File: src/rtl/irpd_pkg.sv
package irpd_pkg;

  localparam int TICK_W     = 16;
  localparam int TOL_W      = 7;
  localparam int PCT_W      = 8;
  localparam int PROD_W     = TICK_W + PCT_W;
  localparam int CFG_IDX_W  = 4;
  localparam int CFG_DATA_W = 16;
  localparam int BYTE_W     = 8;
  localparam int BIT_IDX_W  = 3;
  localparam int BYTE_CNT_W = 7;
  localparam int BYTE_IDX_W = 6;
  localparam int EVENT_W    = 3;
  localparam int STATE_W    = 2;

  // bytes kept per frame before further bits are dropped (1 to 64)
  localparam int MAX_BYTES  = 64;

  typedef struct packed {
    logic action;
    logic carrier;
  } irpd_in_t;

  typedef struct packed {
    logic [EVENT_W-1:0]    event_res;
    logic                  byte_valid;
    logic [BYTE_W-1:0]     byte_value;
    logic [BYTE_IDX_W-1:0] byte_pos;
    logic                  overflow;
    logic [STATE_W-1:0]    rx_state;
  } irpd_out_t;

endpackage

File: src/rtl/irpd_stream_if.sv
interface irpd_stream_if #(parameter type payload_t = logic);
  logic     valid;
  logic     ready;
  payload_t data;

  modport source(output valid, output data, input ready);
  modport sink(input valid, input data, output ready);
endinterface

File: src/rtl/ir_pulse_distance_receiver_top.sv
// IR pulse-distance receiver.
// samples (sink): one transaction per line sample tick (action 0, carrier =
//   line level) or a resume command (action 1) that clears the frame state.
// results (source): exactly one transaction per sample transaction, giving
//   the pair classification, a completed byte with its index, the overflow
//   flag and the receive phase after that tick.
// cfg_wr_en/cfg_index/cfg_wdata: register write port, index 0..7 selects
//   start/one/zero mark and space lengths, gap length and tolerance in
//   percent; other indexes are ignored. Write only while the block is idle.
// Throughput: one transaction per cycle while results.ready is high. Path: a
//   sample passes through the input register, then the result register.
//   Window bounds are nominal times percent, held in registers that update
//   in the cycle after the config registers.
// Reset: config registers take their default lengths, the receiver goes
//   idle and both pipeline registers empty; samples.ready is low during rst.
// Stall: while results.ready is low the result register holds, one more
//   transaction is taken into the input register, then samples.ready drops.
module ir_pulse_distance_receiver_top (
  input  logic                            clk,
  input  logic                            rst,
  irpd_stream_if.sink                     samples,
  irpd_stream_if.source                   results,
  input  logic                            cfg_wr_en,
  input  logic [irpd_pkg::CFG_IDX_W-1:0]  cfg_index,
  input  logic [irpd_pkg::CFG_DATA_W-1:0] cfg_wdata
);
  import irpd_pkg::*;

  typedef enum logic [STATE_W-1:0] {
    PH_IDLE  = 2'd0,
    PH_MARK  = 2'd1,
    PH_SPACE = 2'd2,
    PH_STOP  = 2'd3
  } phase_t;

  localparam logic [EVENT_W-1:0] EV_NONE      = 3'd0;
  localparam logic [EVENT_W-1:0] EV_START     = 3'd1;
  localparam logic [EVENT_W-1:0] EV_ZERO      = 3'd2;
  localparam logic [EVENT_W-1:0] EV_ONE       = 3'd3;
  localparam logic [EVENT_W-1:0] EV_UNMATCHED = 3'd4;
  localparam logic [EVENT_W-1:0] EV_GAP       = 3'd5;

  localparam logic [CFG_IDX_W-1:0] REG_START_MARK  = 4'd0;
  localparam logic [CFG_IDX_W-1:0] REG_START_SPACE = 4'd1;
  localparam logic [CFG_IDX_W-1:0] REG_ONE_MARK    = 4'd2;
  localparam logic [CFG_IDX_W-1:0] REG_ONE_SPACE   = 4'd3;
  localparam logic [CFG_IDX_W-1:0] REG_ZERO_MARK   = 4'd4;
  localparam logic [CFG_IDX_W-1:0] REG_ZERO_SPACE  = 4'd5;
  localparam logic [CFG_IDX_W-1:0] REG_GAP         = 4'd6;
  localparam logic [CFG_IDX_W-1:0] REG_TOLERANCE   = 4'd7;

  localparam int NOM_N = 6;

  // config registers; nominal order: start, one, zero, each mark then space
  logic [TICK_W-1:0] nominal [NOM_N];
  logic [TICK_W-1:0] gap_ticks;
  logic [TOL_W-1:0]  tolerance_pct;

  // window bounds scaled by 100
  logic [PCT_W-1:0]  lo_pct;
  logic [PCT_W-1:0]  hi_pct;
  logic [PROD_W-1:0] prod_lo [NOM_N];
  logic [PROD_W-1:0] prod_hi [NOM_N];

  logic              s1_valid;
  irpd_in_t          s1_data;
  logic              out_valid;
  irpd_out_t         out_data;
  logic              advance;
  logic              take;

  phase_t                phase, phase_next;
  logic                  started, started_next;
  logic [TICK_W-1:0]     mark_count, mark_next;
  logic [TICK_W-1:0]     space_count, space_next;
  logic [TICK_W-1:0]     space_sat;
  logic [BYTE_W-1:0]     shift_byte, shift_next;
  logic [BYTE_W-1:0]     shifted;
  logic [BIT_IDX_W-1:0]  bit_in_byte, bit_next;
  logic [BYTE_CNT_W-1:0] byte_count, bytes_next;

  logic [PROD_W-1:0]     mark100;
  logic [PROD_W-1:0]     space100;
  logic [NOM_N-1:0]      win_ok;
  logic                  pair_start, pair_one, pair_zero;
  logic                  bit_ok, bit_val;
  logic [EVENT_W-1:0]    ev_code;
  logic                  bvalid;
  logic [BYTE_W-1:0]     bvalue;
  logic [BYTE_IDX_W-1:0] bindex;
  logic                  ovf;

  function automatic logic [PROD_W-1:0] times100(input logic [TICK_W-1:0] v);
    logic [PROD_W-1:0] w;
    w = PROD_W'(v);
    times100 = (w << 6) + (w << 5) + (w << 2);
  endfunction

  // floor(lo/100) <= m  <=>  lo <= 100m + 99 ; m <= floor(hi/100) <=> 100m <= hi
  function automatic logic in_window(input logic [PROD_W-1:0] m100,
                                     input logic [PROD_W-1:0] lo,
                                     input logic [PROD_W-1:0] hi);
    in_window = (lo <= m100 + PROD_W'(99)) && (m100 <= hi);
  endfunction

  always_ff @(posedge clk) begin
    if (rst) begin
      nominal[0]    <= 16'd68;
      nominal[1]    <= 16'd35;
      nominal[2]    <= 16'd9;
      nominal[3]    <= 16'd26;
      nominal[4]    <= 16'd9;
      nominal[5]    <= 16'd9;
      gap_ticks     <= 16'd100;
      tolerance_pct <= 7'd25;
    end else if (cfg_wr_en) begin
      case (cfg_index)
        REG_START_MARK:  nominal[0]    <= cfg_wdata;
        REG_START_SPACE: nominal[1]    <= cfg_wdata;
        REG_ONE_MARK:    nominal[2]    <= cfg_wdata;
        REG_ONE_SPACE:   nominal[3]    <= cfg_wdata;
        REG_ZERO_MARK:   nominal[4]    <= cfg_wdata;
        REG_ZERO_SPACE:  nominal[5]    <= cfg_wdata;
        REG_GAP:         gap_ticks     <= cfg_wdata;
        REG_TOLERANCE:   tolerance_pct <= cfg_wdata[TOL_W-1:0];
        default: ;
      endcase
    end
  end

  assign lo_pct = (tolerance_pct >= 7'd100) ? '0 : PCT_W'(100) - PCT_W'(tolerance_pct);
  assign hi_pct = PCT_W'(100) + PCT_W'(tolerance_pct);

  for (genvar k = 0; k < NOM_N; k++) begin : g_bounds
    always_ff @(posedge clk) begin
      prod_lo[k] <= PROD_W'(nominal[k]) * PROD_W'(lo_pct);
      prod_hi[k] <= PROD_W'(nominal[k]) * PROD_W'(hi_pct);
    end
    if (k % 2 == 0) begin : g_mark
      assign win_ok[k] = in_window(mark100, prod_lo[k], prod_hi[k]);
    end else begin : g_space
      assign win_ok[k] = in_window(space100, prod_lo[k], prod_hi[k]);
    end
  end

  assign mark100    = times100(mark_count);
  assign space100   = times100(space_count);
  assign pair_start = win_ok[0] & win_ok[1];
  assign pair_one   = win_ok[2] & win_ok[3];
  assign pair_zero  = win_ok[4] & win_ok[5];
  assign space_sat  = (space_count == '1) ? space_count : space_count + 1'b1;

  assign advance       = s1_valid && (!out_valid || results.ready);
  assign samples.ready = !rst && (!s1_valid || advance);
  assign take          = samples.valid && samples.ready;
  assign results.valid = out_valid;
  assign results.data  = out_data;

  always_comb begin
    phase_next   = phase;
    started_next = started;
    mark_next    = mark_count;
    space_next   = space_count;
    shift_next   = shift_byte;
    bit_next     = bit_in_byte;
    bytes_next   = byte_count;
    ev_code      = EV_NONE;
    bit_ok       = 1'b0;
    bit_val      = 1'b0;
    shifted      = '0;
    bvalid       = 1'b0;
    bvalue       = '0;
    bindex       = '0;
    ovf          = 1'b0;
    if (s1_data.action) begin
      phase_next   = PH_IDLE;
      started_next = 1'b0;
      mark_next    = '0;
      space_next   = '0;
      shift_next   = '0;
      bit_next     = '0;
      bytes_next   = '0;
    end else begin
      case (phase)
        PH_IDLE: begin
          if (s1_data.carrier) phase_next = PH_MARK;
        end
        PH_MARK: begin
          if (s1_data.carrier) begin
            if (mark_count != '1) mark_next = mark_count + 1'b1;
          end else begin
            phase_next = PH_SPACE;
          end
        end
        PH_SPACE: begin
          if (!s1_data.carrier) begin
            space_next = space_sat;
            if (space_sat > gap_ticks) begin
              phase_next = PH_STOP;
              ev_code    = EV_GAP;
            end
          end else begin
            if (pair_start) begin
              ev_code      = EV_START;
              started_next = 1'b1;
              shift_next   = '0;
              bit_next     = '0;
              bytes_next   = '0;
            end else if (started && pair_one) begin
              ev_code = EV_ONE;
              bit_ok  = 1'b1;
              bit_val = 1'b1;
            end else if (started && pair_zero) begin
              ev_code = EV_ZERO;
              bit_ok  = 1'b1;
            end else begin
              ev_code = EV_UNMATCHED;
            end
            if (bit_ok) begin
              shifted = {shift_byte[BYTE_W-2:0], bit_val};
              if (byte_count >= BYTE_CNT_W'(MAX_BYTES)) begin
                ovf = 1'b1;
              end else if (bit_in_byte == '1) begin
                bvalid     = 1'b1;
                bvalue     = shifted;
                bindex     = byte_count[BYTE_IDX_W-1:0];
                bytes_next = byte_count + 1'b1;
                bit_next   = '0;
                shift_next = '0;
              end else begin
                shift_next = shifted;
                bit_next   = bit_in_byte + 1'b1;
              end
            end
            if (ev_code != EV_UNMATCHED) begin
              mark_next  = '0;
              space_next = '0;
              phase_next = PH_MARK;
            end
          end
        end
        default: ;
      endcase
    end
  end

  always_ff @(posedge clk) begin
    if (rst) begin
      s1_valid    <= 1'b0;
      out_valid   <= 1'b0;
      phase       <= PH_IDLE;
      started     <= 1'b0;
      mark_count  <= '0;
      space_count <= '0;
      shift_byte  <= '0;
      bit_in_byte <= '0;
      byte_count  <= '0;
    end else begin
      if (take) begin
        s1_valid <= 1'b1;
        s1_data  <= samples.data;
      end else if (advance) begin
        s1_valid <= 1'b0;
      end
      if (advance) begin
        out_valid           <= 1'b1;
        out_data.event_res  <= ev_code;
        out_data.byte_valid <= bvalid;
        out_data.byte_value <= bvalue;
        out_data.byte_pos   <= bindex;
        out_data.overflow   <= ovf;
        out_data.rx_state   <= phase_next;
        phase               <= phase_next;
        started             <= started_next;
        mark_count          <= mark_next;
        space_count         <= space_next;
        shift_byte          <= shift_next;
        bit_in_byte         <= bit_next;
        byte_count          <= bytes_next;
      end else if (results.ready) begin
        out_valid <= 1'b0;
      end
    end
  end

`ifndef SYNTHESIS
  a_ovf_no_byte: assert property (@(posedge clk) disable iff (rst)
    results.valid |-> !(results.data.overflow && results.data.byte_valid))
    else $error("overflow reported together with a byte");

  a_byte_on_bit: assert property (@(posedge clk) disable iff (rst)
    results.valid && results.data.byte_valid |->
      (results.data.event_res == EV_ONE || results.data.event_res == EV_ZERO))
    else $error("byte emitted without a data bit");

  a_gap_stops: assert property (@(posedge clk) disable iff (rst)
    results.valid && results.data.event_res == EV_GAP |->
      results.data.rx_state == PH_STOP)
    else $error("gap event without stop state");

  a_resume_clears: assert property (@(posedge clk) disable iff (rst)
    advance && s1_data.action |=>
      phase == PH_IDLE && !started && byte_count == '0 && bit_in_byte == '0)
    else $error("resume left frame state behind");
`endif

endmodule
File: src/flat_wrapper.sv
// flat-port wrapper written by rule: the top's interface ports become plain ports
module ir_pulse_distance_receiver_top_flat import irpd_pkg::*;
  (clk, rst, cfg_wr_en, cfg_index, cfg_wdata, samples_valid, samples_data, samples_ready, results_valid, results_data, results_ready);
  irpd_stream_if samples_i ();
  irpd_stream_if results_i ();
  input  logic clk;
  input  logic rst;
  input  logic cfg_wr_en;
  input  logic [irpd_pkg::CFG_IDX_W-1:0] cfg_index;
  input  logic [irpd_pkg::CFG_DATA_W-1:0] cfg_wdata;
  input wire logic [$bits(samples_i.valid)-1:0] samples_valid;
  input wire logic [$bits(samples_i.data)-1:0] samples_data;
  output wire logic [$bits(samples_i.ready)-1:0] samples_ready;
  output wire logic [$bits(results_i.valid)-1:0] results_valid;
  output wire logic [$bits(results_i.data)-1:0] results_data;
  input wire logic [$bits(results_i.ready)-1:0] results_ready;
  assign samples_i.valid = samples_valid;
  assign samples_i.data = samples_data;
  assign samples_ready = samples_i.ready;
  assign results_valid = results_i.valid;
  assign results_data = results_i.data;
  assign results_i.ready = results_ready;
  ir_pulse_distance_receiver_top u_core (.clk(clk), .rst(rst), .samples(samples_i), .results(results_i), .cfg_wr_en(cfg_wr_en), .cfg_index(cfg_index), .cfg_wdata(cfg_wdata));
endmodule
File: config.mk
export PLATFORM = sky130hd
export DESIGN_NAME = ir_pulse_distance_receiver_top_flat
export DESIGN_NICKNAME = d
export VERILOG_FILES = /design/src/rtl/irpd_pkg.sv /design/src/rtl/irpd_stream_if.sv /design/src/rtl/ir_pulse_distance_receiver_top.sv /design/src/flat_wrapper.sv
export SDC_FILE = /design/constraint.sdc
export NUM_CORES = 2
export LEC_CHECK = 0
export ABC_AREA = 1
export BUFFER_PORTS_ARGS = -buffer_cell sky130_fd_sc_hd__clkbuf_2
export CORE_MARGIN = 8
export CORE_UTILIZATION = 30
export DETAILED_ROUTE_END_ITERATION = 6
export GPL_TIMING_DRIVEN = 0
export SYNTH_ARGS = -nofsm -noshare
export SYNTH_HDL_FRONTEND = slang
export SYNTH_SLANG_ARGS = --single-unit
File: constraint.sdc
create_clock -name clk -period 9.4 [get_ports clk]
set_input_delay 0 -clock clk [delete_from_list [all_inputs] [get_ports clk]]
set_output_delay 0 -clock clk [all_outputs]
set_load 0.01 [all_outputs]
==> metrics.txt <==
post-synthesis mux area share 0%; crit-path max cell delay 0.84 ns; number of CTS-inserted buffers 58; DR WL/cell 20.89 um; cell area after synthesis 66,480 um2; crit share post-route 98.20%; GRT Total Usage 19.51%; cell family with most CP delay buffers and inverters; Synth Area in Compound Gates 5.723%; synth top area cells fa_1 (30%), ha_1 (16%), dfxtp_1 (10%), nand2_1 (9.4%), inv_1 (9.3%); Tot Pwr 17.28 mW; RSZ-0062 raised after global routing true; Die Wd 486.8 um; failing checks capacitance limit, slew limit; cell mode on critical path nand2_1; Initial DRC Count 4,175; dpl hpwl 194.2 mm; final core utilization 32.91%; # Max-Cap Violations 5; Initial Utilization 30.05%; crit path from u_core.tolerance_pct[2]; crit end category register; HP Class input pin to register; cell taking the most area after synthesis fa_1; final setup violation count 0; post-route ant nets 0; clk sinks 446; Fmax achieved 0.1083 GHz; largest net degree at the start of global routing 17; CP max stage cell clkdlybuf4s15_1; setup TNS 0 ns; Critical Path AT 9.84 ns; WP data required 10.01 ns; Die Ht 486.8 um; initial antenna violation count 23; most frequent cells in the layout nand2_1 (1,663), inv_1 (1,642), fa_1 (1,012); Area growth, synth to finish 9.506%; met3 WL 22.39 mm; DR vias 55,220; Worst R2R Start u_core.tolerance_pct[2]; Post-Synth Adder-Cell Area 46.92%; first-pass GRT wire length 348.8 mm; Crit Path Category register to register; EDFF count, synth 98; DRT Pass-1 Iters 6; Mapped Avg Cell Area 8.174 um2; Port Buf Inserts 27; Synth top area share 30.47%; Least-Margin Pin Slew 1.552 ns; CORE AREA 221,200 um2; TritonCTS clock tree built; Hold Fails Final Rpt 0; GRT overflow 0; VDD IR-drop max 0.1945 mV; clk slew on worst S/H paths 0.06 ns; routed wire length 235.7 mm; DRC viols 0; synth unique cells 61; Finished Layout Cells 11,290; met2 WL 102.6 mm; Worst Path Max Fanout 10; Final #Nets 10,170; Synth Area in Simple Gates 17.18%; Hold Startpoint samples_data; pwr dens 237.4 nW/um2; Synth Area in XOR/XNOR 4.261%; Main synth FF type dfxtp_1; root buf cell clkbuf_16; slack of the critical path 0.1690 ns; sequential cell area fraction in the yosys report 14.91%; Clock Latency Late Sink 0.74 ns; Layout Skew 0.06010 ns; M1 wire length 95.42 mm; row count 173; commonest non-fill, non-tap cell in the layout nand2_1; share of cells above drive strength 1 3.215%; main combinational cell family by area after synthesis adder cells; Worst setup SP type register; io pins 29; ys async rst share 0%; Slew Limit Fails 23; Placed Cells 11,140; Top Layer Used met5; #FFs+latches synth 446; Syn Inst Count 8,134; Placer Congestion 0.9558; leakage 37.27 nW; pre-CTS setup slack -1.134 ns; CP bufs+invs 10; die area 236,900 um2; vias per cell 4.893; synthesized net count 10,050; vias in the first global route 56,430; H-tree levels 2; Synth Warn # 0; clock buffer depth 3; Slew HR -3.443%; Final min period 9.231 ns; outcome finished with violations
through the flow:
stage / hold WS [ns] / area (um2)
2_1_floorplan: 0.09887 / 66480
3_3_place_gp: 0.1837 / 70340
3_5_place_dp: 0.1862 / 70510
4_1_cts: 0.01110 / 72640
5_1_grt: 0.05511 / 72790
6_report: 0.04661 / 72800
cell usage after synthesis, types with 16 or more instances:
cell	instances
nand4_1	54
clkbuf_1	238
buf_1	36
inv_1	1643
xor2_1	234
nor3_1	30
ha_1	874
nand2_1	1664
edfxtp_1	98
nand3_1	217
dfxtp_1	348
nand2_2	16
xnor2_1	82
o21ai_0	134
a21oi_1	418
fa_1	1012
nor2_1	827
a21o_1	20
a211oi_1	25
what timing repair did:
action,in CTS,in global routing
gates resized for setup,14,53
hold buffers,17,0
buffers inserted,0,9
setup endpoints to repair,78,29
endpoints found under the hold margin,38,0
power breakdown:
group          switching [mW]  internal (mW)  total (mW)
clock                    1.04           1.27        2.31
sequential              0.266           2.76        3.02
combinational            7.34           4.61        11.9
per-layer routing:
layer  global-route usage, %  vias to the layer above
met5                  0.3421                        -
met4                   9.843                       12
met3                   4.981                      569
met2                   30.94                     2165
met1                   24.62                    27410
li1                        -                    25070
layout make-up:
| class | count | area, um2 |
|---|---|---|
| fillers | 23470 | 148400 |
| flip-flops and latches | 446 | 9910 |
| multi-input cells | 5748 | 49290 |
| clock inverters | 39 | 349.1 |
| clock buffers | 70 | 1582 |
| well taps | 2975 | 3722 |
| inverters | 1661 | 6252 |
| plain buffers | 278 | 1154 |
| diodes | 6 | 15.01 |
| repair buffers | 62 | 530.5 |
cell families after synthesis:
logic type,Yosys count
AOI/OAI and AO/OA,685
DFF,446
xor gates and xnor gates,320
adders and majority gates,1886
and+or+nand+nor,2857
buffers and inverters,1940
registers in the layout, summed over array words and instances, names as in the netlist, 2 cells and up:
signal / count
u_core.mark_count: 16
u_core.gap_ticks: 16
u_core.tolerance_pct: 7
u_core.prod_lo: 144
u_core.space_count: 16
u_core.prod_hi: 144
u_core.phase: 2
u_core.nominal: 96
worst paths after layout:
| path | slack (ns) | depth (start not counted) | to |
|---|---|---|---|
| worst min-delay path | 0.05 | 2 | u_core.s1_data[0] |
| worst min register to register | 0.48 | 2 | u_core.results.valid |
| worst max register to register | 0.17 | 36 | u_core.prod_lo[3][23] |
| worst max-delay path | 0.17 | 36 | u_core.prod_lo[3][23] |
Note: power is estimated with default switching activity, not from simulation.
